### src/rtl/ile_pkg.sv
`timescale 1ns / 1ps
// ----------------------------------------------------------------------------
// ile_pkg
// Shared constants and types of the indexed list engine.
// ----------------------------------------------------------------------------
package ile_pkg;

	// Store size and the derived widths
	localparam int DEPTH = 64;
	localparam int AW    = (DEPTH > 2) ? $clog2(DEPTH) : 1;
	localparam int CW    = $clog2(DEPTH + 1);
	// width that holds any nonnegative position and any count
	localparam int PW    = (CW > 7) ? CW : 7;
	localparam int DW    = 32;

	// Request codes
	localparam logic [2:0] REQ_GET    = 3'd0;
	localparam logic [2:0] REQ_HEAD   = 3'd1;
	localparam logic [2:0] REQ_TAIL   = 3'd2;
	localparam logic [2:0] REQ_BEFORE = 3'd3;
	localparam logic [2:0] REQ_DELETE = 3'd4;

	// Status codes
	localparam logic [1:0] ST_DONE   = 2'd0;
	localparam logic [1:0] ST_BADPOS = 2'd1;
	localparam logic [1:0] ST_FULL   = 2'd2;

	// One finished result
	typedef struct packed {
		logic signed [DW-1:0] read_value;
		logic [1:0]           status;
		logic [CW-1:0]        length;
	} res_t;

	// Memory access requested by the sequencer
	typedef struct packed {
		logic          rd_en;
		logic [AW-1:0] rd_addr;
		logic          wr_en;
		logic [AW-1:0] wr_addr;
		logic [DW-1:0] wr_data;
	} ram_req_t;

endpackage

### src/rtl/ile_ram.sv
`timescale 1ns / 1ps
// ----------------------------------------------------------------------------
// ile_ram
// Generic simple dual-port RAM: one write port, one read port, registered read.
// ----------------------------------------------------------------------------
module ile_ram #(
	parameter int WIDTH = 32,
	parameter int DEPTH = 64
) (
	input  logic                     clk,
	input  logic                     wr_en,
	input  logic [$clog2(DEPTH)-1:0] wr_addr,
	input  logic [WIDTH-1:0]         wr_data,
	input  logic                     rd_en,
	input  logic [$clog2(DEPTH)-1:0] rd_addr,
	output logic [WIDTH-1:0]         rd_data
);

	logic [WIDTH-1:0] mem [DEPTH];

	// Write port
	always_ff @(posedge clk) begin
		if (wr_en) begin
			mem[wr_addr] <= wr_data;
		end
	end

	// Registered read port
	always_ff @(posedge clk) begin
		if (rd_en) begin
			rd_data <= mem[rd_addr];
		end
	end

endmodule

### src/rtl/ile_ctrl.sv
`timescale 1ns / 1ps
// ----------------------------------------------------------------------------
// ile_ctrl
// Request sequencer: checks positions, reads the store and shifts entries
// one per cycle through the memory for inserts and deletes.
// ----------------------------------------------------------------------------
module ile_ctrl (
	input  logic                       clk,
	input  logic                       arst_n,
	input  logic                       in_valid,
	output logic                       in_ready,
	input  logic [2:0]                 req_type,
	input  logic signed [7:0]          position,
	input  logic signed [ile_pkg::DW-1:0] item_value,
	input  logic                       out_free,
	output logic                       push,
	output ile_pkg::res_t              res,
	output ile_pkg::ram_req_t          ram,
	input  logic [ile_pkg::DW-1:0]     rd_data
);

	typedef enum logic [5:0] {
		S_IDLE  = 6'b000001,
		S_GET   = 6'b000010,
		S_MOVE  = 6'b000100,
		S_DRAIN = 6'b001000,
		S_PUT   = 6'b010000,
		S_RESP  = 6'b100000
	} state_t;

	state_t                        state_q;
	logic [ile_pkg::CW-1:0]        count_q;
	logic [ile_pkg::AW-1:0]        ptr_q;
	logic [ile_pkg::AW-1:0]        lim_q;
	logic                          dir_up_q;
	logic [ile_pkg::DW-1:0]        val_q;
	ile_pkg::res_t                 res_q;
	logic                          pend_s1;
	logic [ile_pkg::AW-1:0]        addr_s1;

	logic                          accept;
	logic [ile_pkg::PW-1:0]        pos_u;
	logic [ile_pkg::PW-1:0]        cnt_p;
	logic [ile_pkg::PW-1:0]        cnt_m1;
	logic [ile_pkg::PW-1:0]        ins_pos;
	logic                          get_ok;
	logic                          ins_ok;
	logic                          full;
	logic [ile_pkg::CW-1:0]        cnt_inc;
	logic [ile_pkg::CW-1:0]        cnt_dec;

	assign in_ready = (state_q == S_IDLE);
	assign accept   = in_valid && in_ready;

	// Decode the position against the current length
	always_comb begin
		pos_u  = ile_pkg::PW'(position[6:0]);
		cnt_p  = ile_pkg::PW'(count_q);
		cnt_m1 = cnt_p - ile_pkg::PW'(1);
		case (req_type)
			ile_pkg::REQ_HEAD:   ins_pos = '0;
			ile_pkg::REQ_TAIL:   ins_pos = cnt_p;
			ile_pkg::REQ_BEFORE: ins_pos = position[7] ? '0 : pos_u;
			default:             ins_pos = '0;
		endcase
		get_ok  = !position[7] && (pos_u < cnt_p);
		ins_ok  = (ins_pos <= cnt_p);
		full    = (count_q == ile_pkg::CW'(ile_pkg::DEPTH));
		cnt_inc = count_q + ile_pkg::CW'(1);
		cnt_dec = count_q - ile_pkg::CW'(1);
	end

	// Drive the memory: a get read on accept, one read a cycle while shifting,
	// and the moved entry or the new value on the write port
	always_comb begin
		ram.rd_en   = 1'b0;
		ram.rd_addr = ptr_q;
		if (accept && req_type == ile_pkg::REQ_GET) begin
			ram.rd_en   = 1'b1;
			ram.rd_addr = pos_u[ile_pkg::AW-1:0];
		end else if (state_q == S_MOVE) begin
			ram.rd_en = 1'b1;
		end
		ram.wr_en   = pend_s1 || (state_q == S_PUT);
		ram.wr_addr = lim_q;
		ram.wr_data = val_q;
		if (pend_s1) begin
			ram.wr_addr = dir_up_q ? addr_s1 + ile_pkg::AW'(1) : addr_s1 - ile_pkg::AW'(1);
			ram.wr_data = rd_data;
		end
	end

	// Sequence each request
	always_ff @(posedge clk or negedge arst_n) begin
		if (!arst_n) begin
			state_q  <= S_IDLE;
			count_q  <= '0;
			ptr_q    <= '0;
			lim_q    <= '0;
			dir_up_q <= 1'b0;
			val_q    <= '0;
			res_q    <= '0;
			pend_s1  <= 1'b0;
			addr_s1  <= '0;
		end else begin
			pend_s1 <= (state_q == S_MOVE);
			addr_s1 <= ptr_q;
			case (state_q)
				S_IDLE: begin
					if (accept) begin
						res_q.read_value <= '1;
						res_q.status     <= ile_pkg::ST_BADPOS;
						res_q.length     <= count_q;
						state_q          <= S_RESP;
						case (req_type)
							ile_pkg::REQ_GET: begin
								if (get_ok) begin
									state_q <= S_GET;
								end
							end
							ile_pkg::REQ_HEAD, ile_pkg::REQ_TAIL, ile_pkg::REQ_BEFORE: begin
								if (ins_ok && full) begin
									res_q.status <= ile_pkg::ST_FULL;
								end else if (ins_ok) begin
									val_q    <= item_value;
									lim_q    <= ins_pos[ile_pkg::AW-1:0];
									ptr_q    <= cnt_m1[ile_pkg::AW-1:0];
									dir_up_q <= 1'b1;
									state_q  <= (ins_pos == cnt_p) ? S_PUT : S_MOVE;
								end
							end
							ile_pkg::REQ_DELETE: begin
								if (get_ok && pos_u == cnt_m1) begin
									res_q.status <= ile_pkg::ST_DONE;
									res_q.length <= cnt_dec;
									count_q      <= cnt_dec;
								end else if (get_ok) begin
									ptr_q    <= pos_u[ile_pkg::AW-1:0] + ile_pkg::AW'(1);
									lim_q    <= cnt_m1[ile_pkg::AW-1:0];
									dir_up_q <= 1'b0;
									state_q  <= S_MOVE;
								end
							end
							default: begin
								state_q <= S_RESP;
							end
						endcase
					end
				end
				S_GET: begin
					res_q.read_value <= rd_data;
					res_q.status     <= ile_pkg::ST_DONE;
					state_q          <= S_RESP;
				end
				S_MOVE: begin
					ptr_q <= dir_up_q ? ptr_q - ile_pkg::AW'(1) : ptr_q + ile_pkg::AW'(1);
					if (ptr_q == lim_q) begin
						state_q <= S_DRAIN;
					end
				end
				S_DRAIN: begin
					if (dir_up_q) begin
						state_q <= S_PUT;
					end else begin
						res_q.status <= ile_pkg::ST_DONE;
						res_q.length <= cnt_dec;
						count_q      <= cnt_dec;
						state_q      <= S_RESP;
					end
				end
				S_PUT: begin
					res_q.status <= ile_pkg::ST_DONE;
					res_q.length <= cnt_inc;
					count_q      <= cnt_inc;
					state_q      <= S_RESP;
				end
				S_RESP: begin
					if (out_free) begin
						state_q <= S_IDLE;
					end
				end
				default: begin
					state_q <= S_IDLE;
				end
			endcase
		end
	end

	assign push = (state_q == S_RESP) && out_free;
	assign res  = res_q;

	// Length never exceeds the store size
	assert property (@(posedge clk) disable iff (!arst_n)
		count_q <= ile_pkg::CW'(ile_pkg::DEPTH))
		else $error("entry count above store size");

	// Length changes only on the way into the response state
	assert property (@(posedge clk) disable iff (!arst_n)
		!$stable(count_q) |-> state_q == S_RESP)
		else $error("entry count changed outside a response");

	// A move never writes the entry it reads in the same cycle
	assert property (@(posedge clk) disable iff (!arst_n)
		(pend_s1 && ram.rd_en) |-> ram.wr_addr != ram.rd_addr)
		else $error("shift write collides with shift read");

	// After a handoff the sequencer is free again
	assert property (@(posedge clk) disable iff (!arst_n)
		push |=> state_q == S_IDLE)
		else $error("sequencer did not return to idle after handoff");

endmodule

### src/rtl/indexed_list_engine.sv
`timescale 1ns / 1ps
// ----------------------------------------------------------------------------
// indexed_list_engine
// Ordered list of signed 32-bit values with get, insert and delete by position.
// ----------------------------------------------------------------------------
// The block takes one request at a time and returns one result per request.
// Entries live in a single RAM with one read and one write port, so an insert
// or delete moves one entry per cycle. An insert at the tail and a delete of
// the last entry move no entry; an insert at a position p below the length
// moves the entries from p up, and a delete at any other position p moves the
// entries above p. Results sit in an output register, so the next request is
// taken while a result waits. No clearing pass is needed after reset; the
// value of an entry beyond the current length never reaches a result.
module indexed_list_engine (
	input  logic                          clk,
	input  logic                          arst_n,
	input  logic                          in_valid,
	output logic                          in_ready,
	input  logic [2:0]                    req_type,
	input  logic signed [7:0]             position,
	input  logic signed [ile_pkg::DW-1:0] item_value,
	output logic                          out_valid,
	input  logic                          out_ready,
	output logic signed [ile_pkg::DW-1:0] read_value,
	output logic [1:0]                    status,
	output logic [ile_pkg::CW-1:0]        length
);

	ile_pkg::ram_req_t       ram;
	logic [ile_pkg::DW-1:0]  rd_data;
	ile_pkg::res_t           res;
	logic                    push;
	logic                    out_free;
	logic                    out_valid_q;
	ile_pkg::res_t           out_q;

	ile_ram #(
		.WIDTH(ile_pkg::DW),
		.DEPTH(ile_pkg::DEPTH)
	) u_ram (
		.clk    (clk),
		.wr_en  (ram.wr_en),
		.wr_addr(ram.wr_addr),
		.wr_data(ram.wr_data),
		.rd_en  (ram.rd_en),
		.rd_addr(ram.rd_addr),
		.rd_data(rd_data)
	);

	ile_ctrl u_ctrl (
		.clk       (clk),
		.arst_n    (arst_n),
		.in_valid  (in_valid),
		.in_ready  (in_ready),
		.req_type  (req_type),
		.position  (position),
		.item_value(item_value),
		.out_free  (out_free),
		.push      (push),
		.res       (res),
		.ram       (ram),
		.rd_data   (rd_data)
	);

	// Output register: load a finished result, drop it once taken
	assign out_free = !out_valid_q || out_ready;

	always_ff @(posedge clk or negedge arst_n) begin
		if (!arst_n) begin
			out_valid_q <= 1'b0;
		end else if (push) begin
			out_valid_q <= 1'b1;
		end else if (out_ready) begin
			out_valid_q <= 1'b0;
		end
	end

	always_ff @(posedge clk) begin
		if (push) begin
			out_q <= res;
		end
	end

	assign out_valid  = out_valid_q;
	assign read_value = out_q.read_value;
	assign status     = out_q.status;
	assign length     = out_q.length;

endmodule
### config.mk
export PLATFORM = sky130hd
export DESIGN_NAME = indexed_list_engine
export DESIGN_NICKNAME = d
export VERILOG_FILES = /design/src/rtl/ile_pkg.sv /design/src/rtl/ile_ram.sv /design/src/rtl/ile_ctrl.sv /design/src/rtl/indexed_list_engine.sv
export SDC_FILE = /design/constraint.sdc
export NUM_CORES = 2
export LEC_CHECK = 0
export ABC_AREA = 1
export BUFFER_PORTS_ARGS = -buffer_cell sky130_fd_sc_hd__buf_2
export CELL_PAD_IN_SITES_DETAIL_PLACEMENT = 1
export CELL_PAD_IN_SITES_GLOBAL_PLACEMENT = 1
export CORE_ASPECT_RATIO = 1.25
export CORE_MARGIN = 2
export CORE_UTILIZATION = 31
export DETAILED_ROUTE_END_ITERATION = 8
export GPL_ROUTABILITY_DRIVEN = 0
export GPL_TIMING_DRIVEN = 0
export HOLD_SLACK_MARGIN = 0.03
export PLACE_DENSITY = 0.56
export SLEW_MARGIN = 0
export SYNTH_ARGS = -nofsm -noshare
export SYNTH_HDL_FRONTEND = slang
export SYNTH_SLANG_ARGS = --single-unit
### constraint.sdc
create_clock -name clk -period 6.05 [get_ports clk]
set_input_delay 1.21 -clock clk [delete_from_list [all_inputs] [get_ports clk]]
set_output_delay 1.21 -clock clk [all_outputs]
set_load 0.02 [all_outputs]
; Yosys cells after proc, flatten, opt, wreduce, memory -nomap -nowiden
; Memories as Yosys holds them, arrays and structs flattened. A register that Yosys moved wholly into a read port is not among the register bits.
; Cells that the tools add are included.
[totals]
regBits = 148
mem_bits_rw = 2048
word_cells = 137
input_bits = 47
memories = 1
out_inout_bits = 43
[mem_list]
columns = name, depth, width, rd, rd_clocked_by_memory_dff, write_ports, line
row1 = u_ram.mem, 64, 32, 1, 1, 1, ile_ram.sv:19  ; logic [WIDTH-1:0] mem [DEPTH];
[op_classes]
eq_ne = 29
muxes = 55
magnitude_cmp = 2
addsub = 7
n_reduce_logical = 27
bitwise = 1
[op_table]
columns = op, count
row1 = $mux W6, 21
row2 = $pmux W32 S2, 1
row3 = $mux W7, 6
row4 = $pmux W7 S3, 2
row5 = $mux W41, 1
row6 = $mux W38, 1
row7 = $pmux W6 S2, 3
row8 = $pmux W6 S5, 1
row9 = $add A6 B1 Y6 const B, 3
row10 = $pmux W6 S3, 1
row11 = $ne A3 B3 Y1 const B, 5
row12 = $eq A7 B7 Y1, 2
row13 = $ne A2 B2 Y1 const B, 7
row14 = $pmux W7 S2, 1
row15 = $reduce_and A7 Y1, 2
row16 = $sub A6 B1 Y6 const B, 2
row17 = $mux W1, 10
row18 = $reduce_and A5 Y1, 2
row19 = $mux W9, 1
row20 = $reduce_and A3 Y1, 3
row21 = $mux W8, 1
row22 = $reduce_bool A2 Y1, 4
row23 = $add A7 B1 Y7 const B, 1
row24 = $eq A7 B7 Y1 const B, 1
row25 = 28 further kinds, 39

; Depth between registers and ports, before layout
[depth]
word_depth = 9
ltp_mapped = 17
mapped_depth_nobuf = 17

; Modules after synthesis
; From an unflattened synthesis, not the netlist that was laid out.
[unflattened]
cells_unflattened = 7674
hier_area_um2 = 90904.7
[modules_own_cells]
columns = module, area_each_um2, seq_area_each_um2, instances, cells_each
row1 = ile_ram, 83157.3, 62459.9, 1, 6788
row2 = ile_ctrl, 6471.2, 2653.8, 1, 840
row3 = indexed_list_engine, 1276.2, 1256.2, 1, 46

; Worst setup path before layout
; OpenSTA, ideal clock, no wires.
[synth_timing]
path_kind = register to register
startpoint = reg u_ctrl.dir_up_q
endpoint = mem u_ram.mem[0][0], enable pin
t_arrival_ps = 3556
synth_period_minus_slack_ps = 3977
setup_slack_ps = 2073
n_path_buf = 0
setup_time_ps = 421
required_time_ps = 5629
stages_incl_launch_ff = 15
cell_sequence = dfrtp_1 inv_1 ha_1 a21oi_1 nand2_1 nand2_1 nand2_1 a21oi_1 xor2_1 nand2_1 o21ai_0 inv_1 nor2_1 nand2_1 nor2_1
[synth_via]
elab_chain_cells = 2
[synth_rtl]
columns = element, line
row1 = from (decl), ile_ctrl.sv:35  ; logic dir_up_q;
row2 = from (signal assigned), ile_ctrl.sv:100  ; dir_up_q <= 1'b0;
row3 = from (signal assigned), ile_ctrl.sv:128  ; dir_up_q <= 1'b1;
row4 = from (signal assigned), ile_ctrl.sv:140  ; dir_up_q <= 1'b0;
row5 = $mux W6, ile_ctrl.sv:88  ; ram.wr_addr = dir_up_q ? addr_s1 + ile_pkg::AW'(1) : addr_s1 - ile_pkg::AW'(1);
row6 = $mux W38, ile_ctrl.sv:87  ; if (pend_s1) begin
row7 = to (decl), ile_ram.sv:19
; No other way between the ends.

; Final worst setup path
[layout_timing]
startpoint = in req_type[0]
endpoint = reg u_ram.rd_data[20] (read register of u_ram.mem) (data pin)
[layout_via]
elab_chain_cells = 3
elab_cells_between_ends = 4
classes_between = mux (2) / reduce/logical (2)
[layout_rtl]
columns = element, line
row1 = from (decl), indexed_list_engine.sv:19  ; input logic [2:0] req_type,
row2 = $logic_not A3 Y1 *, ile_ctrl.sv:78  ; if (accept && req_type == ile_pkg::REQ_GET) begin
row3 = $logic_and A1 B1 Y1 *, ile_ctrl.sv:78
row4 = $mux W6 / $mux W1 (equally long branches), ile_ctrl.sv:78
row5 = to (decl), ile_ram.sv:16  ; output logic [WIDTH-1:0] rd_data
; Every way passes the cells marked *; elsewhere a longest branch is shown, timed or not.
; A chain may end at the register's enable or synchronous reset.

==> summary.txt <==
Yosys
  • Commonest cells post-synth: nand2_1 (2372), edfxtp_1 (2121), nand3_1 (2040), inv_1 (1988), buf_2 (390)
  • Ys async rst share: 0.0480
  • Synthesized instance count: 9515
  • Most frequent cell after synthesis: nand2_1
  • Area contributors post-synth: edfxtp_1 (65%), nand3_1 (10%), nand2_1 (9.1%), inv_1 (7.6%), dfrtp_1 (2.7%)
  • Cell variety after synth: 47
  • Seq/Total Area, Yosys: 0.678
  • Number of enable flip-flop cells after synthesis: 2121
  • Area leader, netlist: edfxtp_1
  • Synth Register Bits: 2228
  • Syn Area/Cell: 10.3 um^2
  • Post-Syn Nets: 9590
  • Area of the mapped netlist: 97800 um^2
  • Top FF cell, synth: edfxtp_1
  • Yosys warns: 0
  • Synth top area share: 0.651

Job
  • Max-capacitance violation count: 0

Critical path
  • Critical path buffers and inverters: 5
  • Reg-to-reg critical path endpoint: u_ram.rd_data[20]$_DFFE_PP_
  • Setup slack, reg-to-reg: 0.61 ns
  • FF-to-FF Start: u_ctrl.state_q[3]$_DFFE_PN0P_
  • Worst EP arrival: 6.24 ns
  • Crit-path max cell delay: 0.65 ns
  • Crit. Startpoint: req_type[0]
  • Startpoint Class: input pin
  • Critical path's top delay family: simple AND/OR/NAND/NOR gates
  • Kind of critical path: input pin to register
  • Critical path's slowest cell: nand3_1
  • CP Max Fanout: 10
  • Data required time at the worst endpoint: 6.64 ns
  • Worst reg2reg path depth: 15
  • Setup crit end: u_ram.rd_data[20]$_DFFE_PP_
  • Number of cells on the critical path: 16
  • CP Capture Type: register
  • Crit-path most repeated cell: nand3_1
  • CP cell instances: buf_2 -> inv_1 -> nand2_1 -> nor2_1 -> nand4_1 -> nand2_1 -> buf_4 -> buf_2 -> buf_2 -> nand2_1 -> nand3_1 -> nand3_1 -> nand3_1 -> nand3_1 -> nand3_1 -> nand2_1

Drt
  • Post-route ant nets: 0
  • Routed length per instance: 30.3 um
  • Post-Route WL: 436000 um
  • DRC Markers: 0
  • First-pass DRT Iterations: 6
  • Drt initial violations: 8364
  • Vias post-DR: 74.1k
  • Number of vias per cell: 5.15

Clocking
  • Clock buffer depth: 4
  • Setup Fix Bufs, Post-CTS: 0
  • Htree depth: 4
  • TritonCTS clock tree: yes
  • Clk Tree Root Cell: clkbuf_16
  • Clock Latency Late Sink: 0.95 ns
  • Clock slew at reported path FFs: 0.06 ns
  • Clock Sinks: 2228
  • CTS buffer count: 230
  • Gates resized, CTS repair: 0
  • Hold_buf cts: 0

STA
  • Max Transition Viols Final: 0
  • Max Fclk: 177 MHz
  • Final-report hold violation count: 0
  • Setup TNS: 0 ns
  • Final setup vio count: 0
  • RSZ-0062 raised after global routing: false
  • Tcrit/Tclk final: 0.934
  • Worst Max-Slew Pin Slew: 1.39 ns
  • Slew HR: 0.0616
  • Clock period minus worst slack: 5.65 ns
  • Clock skew: 0.0503 ns

Global route
  • Vias in the first global route: 74.2k
  • Gr usage total: 0.267
  • First-pass GRT wire length: 593000 um
  • Maximum number of pins on one net before global-route repair: 65
  • Initial antenna violation count: 42
  • Grt ovf: 0

Die
  • Die area: 320000 um^2
  • Top-Level Pins: 90
  • Die width: 506 um
  • Initial Util: 0.312
  • Core area: 314000 um^2
  • # rows: 230
  • Die H: 632 um

Finish
  • Nets: 10.1k
  • Fraction of layout cells with a size suffix above 1: 0.110
  • Final Instance Area: 115000 um^2
  • Fill cells: 34.9k
  • Synthesis-to-layout area growth: 17.5%

Hold path
  • Hold crit path type: input pin to async pin

Place
  • Total placed instance area: 108000 um^2
  • PortBufs: 89
  • Dpl hpwl: 309000 um

Pwr
  • VDD IR max: 339 uV
  • Leak Pwr: 48.5 nW
  • Total Power: 60.7 mW
  • PwrDens: 528 nW/um^2

Run status
  • Status: finished clean
worst min-delay path by stage:
stage	cells past startpoint	end	startpoint
after floorplan	0	u_ctrl.addr_s1[1]$_DFF_PN0_	u_ctrl.ptr_q[1]$_DFFE_PN0P_
after global placement	0	read_value[12]$_DFFE_PP_	u_ctrl.res[21]$_DFFE_PN0P_
after detailed placement	0	read_value[29]$_DFFE_PP_	u_ctrl.res[38]$_DFFE_PN0P_
after CTS	1	u_ctrl.addr_s1[4]$_DFF_PN0_	arst_n
after global routing	1	u_ctrl.res[16]$_DFFE_PN0P_	arst_n
final	1	u_ctrl.res[16]$_DFFE_PN0P_	arst_n
layout make-up:
cell class | count | area [um^2] | area share
antenna | 17 | 42.5 | 0.000370
sequential | 2228 | 66400 | 0.577
multi-input combinational | 4817 | 22300 | 0.194
buffer | 473 | 2380 | 0.0207
tap | 4176 | 5230 | 0.0454
clock inverter | 125 | 1110 | 0.00962
timing repair buffer | 246 | 4000 | 0.0348
inverter | 1997 | 7500 | 0.0652
clock buffer | 287 | 6030 | 0.0525
metrics by stage:
step	util	hold slack (ns)	worst slack, ns	instances
floorplan	-	0.417	2.07	9515
global placement	0.330	0.436	-2.61	13800
detailed placement	0.343	0.436	-0.175	13900
CTS	0.366	0.238	0.782	14300
global route	0.366	0.273	0.530	14400
finish	0.366	0.258	0.400	14400
cell families after synthesis:
family	share of synthesized area
buf+inv	0.101
fa+ha+maj	0.00373
simple gates	0.204
mux	0.00379
xor+xnor	0.00125
compound gates	0.00794
flops	0.678
worst reg2reg max path: stages (launching register included):
cell and delay, ns:
dfrtp_1 0.40, nor2_1 0.22, nand2_2 0.14, nor2_8 0.20, nand4_1 0.37, nand2_1 0.31, buf_4 0.35, buf_2 0.59
buf_2 0.46, nand2_1 0.10, nand3_1 0.09, nand3_1 0.31, nand3_1 0.31, nand3_1 0.25, nand3_1 0.65, nand2_1 0.38
flip-flops by register name (all words and copies together) (netlist names):
name and flops:
u_ram.mem 2048, u_ctrl.res 41, read_value 32, u_ctrl.val_q 32
u_ram.rd_data 32, length 7, u_ctrl.cnt_p 7, u_ctrl.addr_s1 6
u_ctrl.lim_q 6, u_ctrl.ptr_q 6, u_ctrl.state_q 6, status 2
out_valid 1, u_ctrl.dir_up_q 1, u_ctrl.pend_s1 1
where the power goes:
group	switching, mW	internal, mW	total (mW)	leakage, nW
sequential	0.355	20.2	20.6	20.2
clock	6.31	7.86	14.2	3.49
combinational	20.7	5.29	26.0	24.8
total	27.4	33.4	60.7	48.5
per-layer routing:
metal / wire length [um] / vias to the layer above / part of all wire / track usage
met5: 52 / - / 0.00012 / 0
met4: 31000 / 6 / 0.071 / 0.165
met3: 34400 / 1108 / 0.079 / 0.0461
met2: 206000 / 3570 / 0.47 / 0.444
met1: 164000 / 37500 / 0.38 / 0.321
li1: - / 31800 / - / -
placed cells by master (no fill, tap or decap), types with 65 or more instances in the layout:
master and n:
nand3_1 2040, nand2_1 2339, clkbuf_1 103, edfxtp_1 2121, nor2_1 93, nor2_4 65
inv_1 1988, buf_2 478, buf_12 103, dfrtp_1 106, clkbuf_16 233
Note: power is estimated with default switching activity, not from simulation.
